===== src/design/bdr_pkg.sv =====
// Shared types and constants for the button debounce reporter.
// Holds payload structs, report codes, register indexes and timing constants.
// No dependencies.
package bdr_pkg;

   // Debounce timing and window shape
   localparam logic [31:0] SAMPLE_GAP_MS     = 32'd3;
   localparam logic [3:0]  WINDOW_SAMPLES    = 4'd10;
   localparam logic [3:0]  MATCH_THRESHOLD   = 4'd4;
   localparam logic [31:0] OFFLINE_PERIOD_MS = 32'd1000;

   // Register limits and reset values
   localparam logic [31:0] MIN_PERIOD_MS       = 32'd10;
   localparam logic [31:0] PERIOD_RESET_MS     = 32'd50;
   localparam logic [11:0] LED_BITS            = 12'hfff;
   localparam int          CSR_ADDR_WIDTH      = 4;

   // Report codes
   typedef enum logic [1:0] {
      KIND_NONE    = 2'd0,
      KIND_ONLINE  = 2'd1,
      KIND_OFFLINE = 2'd2
   } report_kind_type;

   // Register indexes (word address)
   typedef enum logic [1:0] {
      CSR_REPORT_MODE   = 2'd0,
      CSR_REPORT_PERIOD = 2'd1,
      CSR_LED_ENABLE    = 2'd2
   } csr_index_type;

   // Request payload: one poll
   typedef struct packed {
      logic [31:0] now_ms;
      logic        pin_level;
      logic        online;
   } req_payload_type;

   // Response payload: one result per poll
   typedef struct packed {
      report_kind_type report_kind;
      logic            button_value;
      logic [11:0]     led_drive;
   } rsp_payload_type;

   // Configuration seen by the datapath
   typedef struct packed {
      logic        report_mode;
      logic [31:0] report_period;
      logic [11:0] led_enable;
   } cfg_type;

endpackage


===== src/design/bdr_csr.sv =====
// Configuration registers for the button debounce reporter (APB-style port).
// Holds report mode, online report period and LED mask.
// Depends on bdr_pkg.
module bdr_csr (
   input  logic                                clock,
   input  logic                                reset,
   input  logic                                csr_psel,
   input  logic                                csr_penable,
   input  logic                                csr_pwrite,
   input  logic [bdr_pkg::CSR_ADDR_WIDTH-1:0]  csr_paddr,
   input  logic [31:0]                         csr_pwdata,
   output logic [31:0]                         csr_prdata,
   output logic                                csr_pready,
   output bdr_pkg::cfg_type                    cfg
);

   logic                 report_mode_ff, report_mode_in;
   logic [31:0]          report_period_ff, report_period_in;
   logic [11:0]          led_enable_ff, led_enable_in;
   logic                 write_en;
   bdr_pkg::csr_index_type index;

   assign csr_pready = 1'b1;
   assign write_en   = csr_psel & csr_penable & csr_pwrite;
   assign index      = bdr_pkg::csr_index_type'(csr_paddr[3:2]);

   // Write decode; period saturates at the minimum
   always_comb begin
      report_mode_in   = report_mode_ff;
      report_period_in = report_period_ff;
      led_enable_in    = led_enable_ff;
      if (write_en) begin
         unique case (index)
            bdr_pkg::CSR_REPORT_MODE: begin
               report_mode_in = csr_pwdata[0];
            end
            bdr_pkg::CSR_REPORT_PERIOD: begin
               report_period_in = (csr_pwdata < bdr_pkg::MIN_PERIOD_MS) ?
                                  bdr_pkg::MIN_PERIOD_MS : csr_pwdata;
            end
            bdr_pkg::CSR_LED_ENABLE: begin
               led_enable_in = csr_pwdata[11:0];
            end
            default: begin
            end
         endcase
      end
   end

   always_ff @(posedge clock) begin
      if (reset) begin
         report_mode_ff   <= 1'b0;
         report_period_ff <= bdr_pkg::PERIOD_RESET_MS;
         led_enable_ff    <= bdr_pkg::LED_BITS;
      end else begin
         report_mode_ff   <= report_mode_in;
         report_period_ff <= report_period_in;
         led_enable_ff    <= led_enable_in;
      end
   end

   // Read mux
   always_comb begin
      unique case (index)
         bdr_pkg::CSR_REPORT_MODE:   csr_prdata = {31'd0, report_mode_ff};
         bdr_pkg::CSR_REPORT_PERIOD: csr_prdata = report_period_ff;
         bdr_pkg::CSR_LED_ENABLE:    csr_prdata = {20'd0, led_enable_ff};
         default:                    csr_prdata = 32'd0;
      endcase
   end

   assign cfg.report_mode   = report_mode_ff;
   assign cfg.report_period = report_period_ff;
   assign cfg.led_enable    = led_enable_ff;

endmodule


===== src/design/bdr_debounce.sv =====
// Majority-window debouncer: samples the pin on a time gap, decides per window.
// Outputs the debounced value as it stands after the current poll.
// Depends on bdr_pkg.
module bdr_debounce (
   input  logic        clock,
   input  logic        reset,
   input  logic        enable,
   input  logic [31:0] now_ms,
   input  logic        pin_level,
   output logic        debounced_next
);

   logic [31:0] last_sample_ff, last_sample_in;
   logic [3:0]  sample_count_ff, sample_count_in;
   logic [3:0]  match_count_ff, match_count_in;
   logic        window_ref_ff, window_ref_in;
   logic        debounced_ff, debounced_in;
   logic [31:0] elapsed;

   assign elapsed = now_ms - last_sample_ff;

   // Sample step, then window close
   always_comb begin
      last_sample_in  = last_sample_ff;
      sample_count_in = sample_count_ff;
      match_count_in  = match_count_ff;
      window_ref_in   = window_ref_ff;
      debounced_in    = debounced_ff;
      if (elapsed > bdr_pkg::SAMPLE_GAP_MS) begin
         last_sample_in = now_ms;
         if (sample_count_ff == 4'd0) begin
            window_ref_in = pin_level;
         end
         if (pin_level == window_ref_in) begin
            match_count_in = match_count_ff + 4'd1;
         end
         sample_count_in = sample_count_ff + 4'd1;
      end
      if (sample_count_in == bdr_pkg::WINDOW_SAMPLES) begin
         sample_count_in = 4'd0;
         if (match_count_in > bdr_pkg::MATCH_THRESHOLD) begin
            debounced_in = ~window_ref_in;
         end
         match_count_in = 4'd0;
      end
   end

   assign debounced_next = debounced_in;

   always_ff @(posedge clock) begin
      if (reset) begin
         last_sample_ff  <= 32'd0;
         sample_count_ff <= 4'd0;
         match_count_ff  <= 4'd0;
         window_ref_ff   <= 1'b0;
         debounced_ff    <= 1'b0;
      end else if (enable) begin
         last_sample_ff  <= last_sample_in;
         sample_count_ff <= sample_count_in;
         match_count_ff  <= match_count_in;
         window_ref_ff   <= window_ref_in;
         debounced_ff    <= debounced_in;
      end
   end

endmodule


===== src/design/bdr_report.sv =====
// Report scheduler: online cycle or change reports, offline fixed-period reports.
// Tracks the last report times and the last reported button value.
// Depends on bdr_pkg.
module bdr_report (
   input  logic                     clock,
   input  logic                     reset,
   input  logic                     enable,
   input  logic [31:0]              now_ms,
   input  logic                     online,
   input  logic                     debounced,
   input  bdr_pkg::cfg_type         cfg,
   output bdr_pkg::report_kind_type report_kind
);

   logic        reported_ff, reported_in;
   logic [31:0] online_mark_ff, online_mark_in;
   logic [31:0] offline_mark_ff, offline_mark_in;
   logic [31:0] online_elapsed, offline_elapsed;

   assign online_elapsed  = now_ms - online_mark_ff;
   assign offline_elapsed = now_ms - offline_mark_ff;

   // Decide whether a report is due and move the matching mark
   always_comb begin
      reported_in     = reported_ff;
      online_mark_in  = online_mark_ff;
      offline_mark_in = offline_mark_ff;
      report_kind     = bdr_pkg::KIND_NONE;
      if (online) begin
         if (!cfg.report_mode) begin
            if (online_elapsed > cfg.report_period) begin
               online_mark_in = now_ms;
               report_kind    = bdr_pkg::KIND_ONLINE;
            end
         end else if (debounced != reported_ff) begin
            reported_in = debounced;
            report_kind = bdr_pkg::KIND_ONLINE;
         end
      end else if (offline_elapsed > bdr_pkg::OFFLINE_PERIOD_MS) begin
         offline_mark_in = now_ms;
         report_kind     = bdr_pkg::KIND_OFFLINE;
      end
   end

   always_ff @(posedge clock) begin
      if (reset) begin
         reported_ff     <= 1'b0;
         online_mark_ff  <= 32'd0;
         offline_mark_ff <= 32'd0;
      end else if (enable) begin
         reported_ff     <= reported_in;
         online_mark_ff  <= online_mark_in;
         offline_mark_ff <= offline_mark_in;
      end
   end

endmodule


===== src/design/button_debounce_reporter_core.sv =====
// Response: each result is loaded into the response register when its request is taken.
// Throughput: one request per cycle; the response register is refilled in the cycle it
// is emptied, so ready only drops while a held response is stalled.
// Reset: synchronous, active high; clears all debounce and report state, loads
// register defaults (cycle mode, 50 ms period, all LEDs enabled) and empties the response.
module button_debounce_reporter_core (
   input  logic                                clock,
   input  logic                                reset,
   input  logic                                req_valid,
   output logic                                req_ready,
   input  bdr_pkg::req_payload_type            req_payload,
   output logic                                rsp_valid,
   input  logic                                rsp_ready,
   output bdr_pkg::rsp_payload_type            rsp_payload,
   input  logic                                csr_psel,
   input  logic                                csr_penable,
   input  logic                                csr_pwrite,
   input  logic [bdr_pkg::CSR_ADDR_WIDTH-1:0]  csr_paddr,
   input  logic [31:0]                         csr_pwdata,
   output logic [31:0]                         csr_prdata,
   output logic                                csr_pready
);

   bdr_pkg::cfg_type         cfg;
   bdr_pkg::report_kind_type report_kind;
   bdr_pkg::rsp_payload_type rsp_payload_ff, rsp_payload_in;
   logic                     rsp_valid_ff, rsp_valid_in;
   logic                     req_fire;
   logic                     debounced;

   // Take a request whenever the response register is free or draining
   assign req_ready = ~rsp_valid_ff | rsp_ready;
   assign req_fire  = req_valid & req_ready;

   bdr_csr u_csr (
      .clock       (clock),
      .reset       (reset),
      .csr_psel    (csr_psel),
      .csr_penable (csr_penable),
      .csr_pwrite  (csr_pwrite),
      .csr_paddr   (csr_paddr),
      .csr_pwdata  (csr_pwdata),
      .csr_prdata  (csr_prdata),
      .csr_pready  (csr_pready),
      .cfg         (cfg)
   );

   bdr_debounce u_debounce (
      .clock          (clock),
      .reset          (reset),
      .enable         (req_fire),
      .now_ms         (req_payload.now_ms),
      .pin_level      (req_payload.pin_level),
      .debounced_next (debounced)
   );

   bdr_report u_report (
      .clock       (clock),
      .reset       (reset),
      .enable      (req_fire),
      .now_ms      (req_payload.now_ms),
      .online      (req_payload.online),
      .debounced   (debounced),
      .cfg         (cfg),
      .report_kind (report_kind)
   );

   // Response register
   always_comb begin
      rsp_payload_in.report_kind  = report_kind;
      rsp_payload_in.button_value = debounced;
      rsp_payload_in.led_drive    = ~cfg.led_enable;
      rsp_valid_in                = rsp_valid_ff;
      if (req_fire) begin
         rsp_valid_in = 1'b1;
      end else if (rsp_ready) begin
         rsp_valid_in = 1'b0;
      end
   end

   always_ff @(posedge clock) begin
      if (reset) begin
         rsp_valid_ff <= 1'b0;
      end else begin
         rsp_valid_ff <= rsp_valid_in;
      end
   end

   always_ff @(posedge clock) begin
      if (req_fire) begin
         rsp_payload_ff <= rsp_payload_in;
      end
   end

   assign rsp_valid   = rsp_valid_ff;
   assign rsp_payload = rsp_payload_ff;

endmodule


===== config.mk =====
export PLATFORM = sky130hd
export DESIGN_NAME = button_debounce_reporter_core
export DESIGN_NICKNAME = d
export VERILOG_FILES = /design/src/design/bdr_pkg.sv /design/src/design/bdr_csr.sv /design/src/design/bdr_debounce.sv /design/src/design/bdr_report.sv /design/src/design/button_debounce_reporter_core.sv
export SDC_FILE = /design/constraint.sdc
export NUM_CORES = 1
export LEC_CHECK = 0
export BUFFER_PORTS_ARGS = -buffer_cell sky130_fd_sc_hd__buf_2
export CORE_AREA = 5 5 160 162
export CTS_BUF_LIST = sky130_fd_sc_hd__clkbuf_8
export DETAILED_ROUTE_END_ITERATION = 12
export DIE_AREA = 0 0 165 167
export MAX_ROUTING_LAYER = met4
export PLACE_DENSITY_LB_ADDON = 0.3
export SLEW_MARGIN = 20
export SYNTH_ARGS = -nofsm -noshare
export SYNTH_HDL_FRONTEND = slang
export SYNTH_SLANG_ARGS = --single-unit

===== constraint.sdc =====
create_clock -name clock -period 5.3 [get_ports clock]
set_clock_uncertainty 0.1 [all_clocks]
set_input_delay 0.265 -clock clock [delete_from_list [all_inputs] [get_ports clock]]
set_output_delay 0.265 -clock clock [all_outputs]
set_load 0.01 [all_outputs]

==> impl_metrics.json, run 1 <==
{
  "initial_core_util_pct": 54.77,
  "async_flop_share_pct": 0,
  "post_drt_wl_per_cell_um": 16.69,
  "setup_tns_ps": -1130,
  "antenna_found_initial": 0,
  "dr_wl_met2_mm": 16.67,
  "fin_util_pct": 64.38,
  "fp-row-count": 57,
  "synth_flop_cell": "dfxtp_1",
  "crit_top_cell": "a21o_1",
  "post-route-period-util_pct": 102.0,
  "grt_max_degree": 103,
  "dr.max_layer_used": "met4",
  "peakVddDrop_mv": 0.1403,
  "end_kind": "register",
  "clockRootBuffer": "clkbuf_8",
  "met3_length_mm": 2.247,
  "grt_use_total_pct": 26.26,
  "path_class": "register to register",
  "drive_gt1_share_pct": 14.96,
  "pre_cts_slack_ps": -454.7,
  "slowest_stage": "a221o_1",
  "rsz0062_at_grt": "yes",
  "cts.path.max_buffers": 2,
  "avgSynthCellArea_um2": 8.002,
  "synth_cell_types": 86,
  "synthesis.area_mm2": 0.01312,
  "numCtsBuffers": 17,
  "fillers": 2057,
  "swShare_pct": 34.20,
  "syn_inst": 1640,
  "cts_tree": "built",
  "p_comb_share_pct": 35.3,
  "p_sw_mw": 1.282,
  "p_per_area_mw_per_mm2": 242.9,
  "core_mm2": 0.02396,
  "via_per_inst": 5.723,
  "layout_common_cells": "inv_1, nor2_1, dfxtp_1, ha_1, buf_2",
  "path_clk_slew_ps": 100,
  "tightest_slew_ps": 1006,
  "clkPwrFrac_pct": 28.0,
  "total_power_mw": 3.748,
  "met1_length_mm": 15.93,
  "clk_latency_ps": 470,
  "first_iter_violations": 1025,
  "yosys_warnings": 0,
  "vias": 12300,
  "remaining_drc_errors": 0,
  "dieWidth_um": 165,
  "layout_commonest_cell": "inv_1",
  "worstHoldPathType": "primary input to register",
  "htreeDepth": 4,
  "syn_nets": 1848,
  "io_pins": 127,
  "crit_arrival_ps": 5620,
  "p_int_mw": 2.466,
  "synth_edf_count": 15,
  "dieArea_mm2": 0.02756,
  "place_congestion": 1.006,
  "firstDrtPassIters": 5,
  "grt_pass1_wl_mm": 57.97,
  "finalSetupViolCount": 17,
  "clock.fmax_mhz": 185.0,
  "dp_hpwl_mm": 26.64,
  "startpoint_type": "register",
  "antenna_left": 0,
  "antenna_cells": 0,
  "grt_pass1_vias": 11790,
  "fin_nets": 2020,
  "fin_ws_ps": -105.0,
  "io_buffers": 123,
  "finalCriticalPeriod_ps": 5405,
  "cts_sinks": 168,
  "cap_violations": 0,
  "yosysSeqAreaShare_pct": 26.77,
  "slowest_delay_ps": 400,
  "ys_ff_latch": 168,
  "violations": "negative setup slack",
  "relSlewSlack_pct": 32.95,
  "syn_to_final_growth_pct": 17.56,
  "required_ps": 5520,
  "die_y_um": 167,
  "finalWirelength_mm": 35.86,
  "seqPwrFrac_pct": 36.7,
  "slew_violations": 0,
  "hold_violations": 0,
  "status": "complete, but fails checks",
  "leakagePower_nw": 6.645,
  "crit_fanout": 5,
  "hold_slack_ps": 32.87,
  "grt_overflow": 0
}
## power by group through the flow
stage	Sequential (mW)	Clock [mW]	Combinational [mW]
after floorplan	1.40	0	0.892
after global placement	1.40	0	1.18
after detailed placement	1.40	0	1.20
after CTS	1.37	1.07	1.29
after global routing	1.38	1.13	1.47
final	1.38	1.05	1.32
## sequential cells by signal, indices dropped and copies added (netlist names)
name / flops
u_debounce.match_count_ff: 4
u_debounce.last_sample_ff: 32
u_csr.report_mode_ff: 1
u_csr.led_enable_ff: 12
u_report.offline_mark_ff: 32
u_report.online_mark_ff: 32
u_debounce.window_ref_ff: 1
u_debounce.debounced_ff: 1
rsp_valid: 1
u_debounce.sample_count_ff: 4
u_report.reported_ff: 1
u_csr.report_period_ff: 32
rsp_payload: 15
## final timing paths
kind / cells after the start / start / end / slack [ps]
max: 31 / u_report.online_mark_ff[0]$_SDFFE_PP0P_ / u_report.online_mark_ff[16]$_SDFFE_PP0P_ / -110
min: 3 / req_payload[10] / u_report.offline_mark_ff[8]$_SDFFE_PP0P_ / 30
max reg2reg: 31 / u_report.online_mark_ff[0]$_SDFFE_PP0P_ / u_report.online_mark_ff[16]$_SDFFE_PP0P_ / -110
min reg2reg: 1 / u_csr.led_enable_ff[10]$_SDFFE_PP1P_ / rsp_payload[10]$_DFFE_PP_ / 370
## worst max-delay path, delay by kind of cell (launching register included)
kind                     cells  cell delay [ps]
AO/OA/AOI/OAI               16             2750
XOR/XNOR                     1              130
adder cells (fa/ha/maj)      3              720
buffers and inverters        4              350
flip-flops                   1              360
multiplexers                 1              220
AND/OR/NAND/NOR              6              600
## synthesized netlist by cell type, drive strengths merged (30+ instances only)
master	number	area, um^2
o21ai	53	269.0
dfxtp	153	3063
nand3	30	150.1
mux2i	108	1094
inv	169	634.4
nor2	163	611.8
a21oi	117	589.3
ha	128	1602
xnor2	36	315.3
nand2	116	435.4
clkbuf	49	183.9
nand2b	93	581.8
## cells by family after synthesis
logic type	synth area share, %
buffers and inverters	6.845
AO/OA/AOI/OAI	19.87
flip-flops	26.77
adder cells (fa/ha/maj)	12.66
other	0.02857
AND/OR/NAND/NOR	21.32
multiplexers	8.704
XOR/XNOR	3.804
## cell type report
cell class | count | area (um^2) | area share (%)
tap | 324 | 405.4 | 2.628
multi-input combinational | 1240 | 8889 | 57.61
clock inverter | 15 | 214.0 | 1.387
sequential | 168 | 3515 | 22.78
clock buffer | 17 | 234.0 | 1.517
inverter | 169 | 634.4 | 4.112
timing repair buffer | 216 | 1538 | 9.967
## per-stage QoR
step	instances	cell area (um^2)
after floorplan	1640	13150
after global placement	2067	14270
after detailed placement	2067	14270
after CTS	2147	15370
after global routing	2149	15430
final	2149	15430
## what timing repair did
item,4_1_cts,5_1_grt
pin swaps,26,17
cloned,4,0
hold buffers,35,0
buffers inserted,9,3
hold endpoints to repair,46,0
resized for setup,27,15
setup endpoints to repair,32,33
## layer usage
layer / GRT usage (%) / vias up
met3: 4.548 / 67
met2: 42.28 / 376
met4: 8.463 / 0
met1: 33.46 / 5754
met5: - / -
li1: - / 6102
(Power assumes the default switching activity.)
==> run 2: changes to the inputs <==
==> constraint.sdc (replaced) <==
create_clock -name clock -period 5.3 [get_ports clock]
set_clock_uncertainty 0.1 [all_clocks]
set_input_delay 0 -clock clock [delete_from_list [all_inputs] [get_ports clock]]
set_output_delay 0 -clock clock [all_outputs]
set_load 0.01 [all_outputs]
==> impl_metrics.json, run 2 (synthesis gave the netlist of run 1 again) <==
{
  "grt_use_total_pct": 26.73,
  "dp_hpwl_mm": 26.50,
  "crit_arrival_ps": 5580,
  "p_sw_mw": 1.352,
  "holdCritStartpoint": "reset",
  "fillers": 1966,
  "r2r-start": "u_report.online_mark_ff[0]$_SDFFE_PP0P_",
  "remaining_drc_errors": 0,
  "cts_tree": "built",
  "die_y_um": 167,
  "crit_top_cell": "a21o_1",
  "grt_max_degree": 101,
  "initial_core_util_pct": 54.77,
  "via_per_inst": 5.747,
  "post_drt_wl_per_cell_um": 16.82,
  "crit_fanout": 5,
  "seqCellArea_mm2": 0.003515,
  "final_cells": 2184,
  "status": "complete, but fails checks",
  "crit_path_start": "u_report.online_mark_ff[0]$_SDFFE_PP0P_",
  "clk_latency_ps": 480,
  "post-place-cells": 2057,
  "design_area_mm2": 0.01574,
  "violations": "negative hold slack, negative setup slack",
  "grt_pass1_wl_mm": 59.08,
  "multiInputGateArea_mm2": 0.008874,
  "seqPwrFrac_pct": 36.7,
  "required_ps": 5530,
  "place_congestion": 0.9908,
  "relSlewSlack_pct": 33.67,
  "fin_util_pct": 65.67,
  "hold_slack_ps": -19.24,
  "total_power_mw": 3.747,
  "layout_common_cells": "inv_1, nor2_1, dfxtp_1, ha_1, buf_2",
  "firstDrtPassIters": 7,
  "path_class": "register to register",
  "placed_area_mm2": 0.01419,
  "layout_commonest_cell": "inv_1",
  "finalSetupViolCount": 24,
  "syn_to_final_growth_pct": 19.92,
  "clkPwrFrac_pct": 27.8,
  "core_mm2": 0.02396,
  "post-route-period-util_pct": 100.9,
  "fin_nets": 2050,
  "io_buffers": 123,
  "cap_violations": 0,
  "antenna_left": 0,
  "rsz0062_at_grt": "yes",
  "cts.path.max_buffers": 2,
  "path_clk_slew_ps": 110,
  "cts_sinks": 168,
  "antenna_found_initial": 5,
  "numCtsBuffers": 17,
  "finalWirelength_mm": 36.74,
  "clock.fmax_mhz": 187.1,
  "leakagePower_nw": 6.752,
  "drive_gt1_share_pct": 14.07,
  "fin_ws_ps": -45.78,
  "worstHoldPathType": "primary input to register",
  "p_comb_share_pct": 35.5,
  "fp-row-count": 57,
  "slew_violations": 0,
  "end_kind": "register",
  "clockRootBuffer": "clkbuf_8",
  "vias": 12550,
  "finalCriticalPeriod_ps": 5346,
  "first_iter_violations": 1043,
  "slowest_delay_ps": 390,
  "hold_violations": 3,
  "p_int_mw": 2.396,
  "tightest_slew_ps": 995.0,
  "peakVddDrop_mv": 0.1817,
  "htreeDepth": 4,
  "io_pins": 127,
  "startpoint_type": "register",
  "p_per_area_mw_per_mm2": 238.1,
  "slowest_stage": "a221o_1",
  "grt_pass1_vias": 11850,
  "dieWidth_um": 165,
  "dieArea_mm2": 0.02756,
  "grt_overflow": 0,
  "swShare_pct": 36.07
}
==> run 2: changes by cell type in the layout (fill, tap and decap cells not counted), moves of 2 or more <==
| cell | change |
|---|---|
| diode_2 | +5 |
| inv_6 | -4 |
| bufinv_16 | -2 |
| buf_4 | -11 |
| dlygate4sd3_1 | +42 |
| buf_12 | -2 |
| inv_8 | +6 |
==> run 2: per-stage QoR <==
| step | setup TNS (ps) | setup WS, ps |
|---|---|---|
| 6_report | -488.4 | -45.78 |
| 5_1_grt | -8965 | -310.0 |
| 4_1_cts | -311.1 | -42.44 |
| 3_5_place_dp | -7612 | -282.5 |
| 3_3_place_gp | -3463 | -146.3 |
| 2_1_floorplan | -1566 | -52.20 |
==> run 2: repair_timing <==
action / CTS / global route
gates resized for setup: 25 / 14
setup buffers: 9 / 3
gates cloned: 3 / 1
setup endpoints to repair: 32 / 34
hold endpoints to repair: 147 / 0
hold buffers: 77 / 0
pin swaps: 26 / 19
==> run 2: metal layers <==
| metal | part of all wire [%] | GRT usage (%) | up-vias |
|---|---|---|---|
| met1 | 44 | 34.10 | 5877 |
| met5 | 0 | - | - |
| met4 | 3.0 | 9.765 | 0 |
| met3 | 6.4 | 4.745 | 74 |
| li1 | - | - | 6169 |
| met2 | 46 | 42.31 | 432 |
==> run 2: power by group through the flow <==
stage / clock (mW) / combinational [mW] / sequential [mW]
6_report: 1.04 / 1.33 / 1.38
5_1_grt: 1.11 / 1.47 / 1.38
4_1_cts: 1.05 / 1.29 / 1.37
3_5_place_dp: 0 / 1.20 / 1.40
3_3_place_gp: 0 / 1.17 / 1.40
2_1_floorplan: 0 / 0.887 / 1.40
==> run 2: layout make-up <==
class                      instances  area share (%)
multi-input combinational       1240           56.38
antenna                            5         0.07950
tap                              324           2.576
inverter                         169           4.031
clock inverter                    15           1.288
timing repair buffer             246           11.82
sequential                       168           22.33
clock buffer                      17           1.487
==> run 2: critical path, delay by kind of cell, from the launching register on <==
| kind | cells | cell delay [ps] |
|---|---|---|
| AO/OA/AOI/OAI | 16 | 2730 |
| XOR/XNOR | 1 | 140 |
| adder cells (fa/ha/maj) | 3 | 740 |
| buffers and inverters | 3 | 300 |
| flip-flops | 1 | 360 |
| multiplexers | 1 | 210 |
| AND/OR/NAND/NOR | 6 | 610 |
==> run 2: final timing paths <==
kind	to	slack [ps]	cells after the start
setup / recovery	u_report.online_mark_ff[5]$_SDFFE_PP0P_	-50	30
hold reg to reg	u_csr.report_period_ff[18]$_SDFFE_PP0P_	380	2
hold / removal	u_debounce.last_sample_ff[14]$_SDFFE_PP0P_	-20	2
setup reg to reg	u_report.online_mark_ff[5]$_SDFFE_PP0P_	-50	30
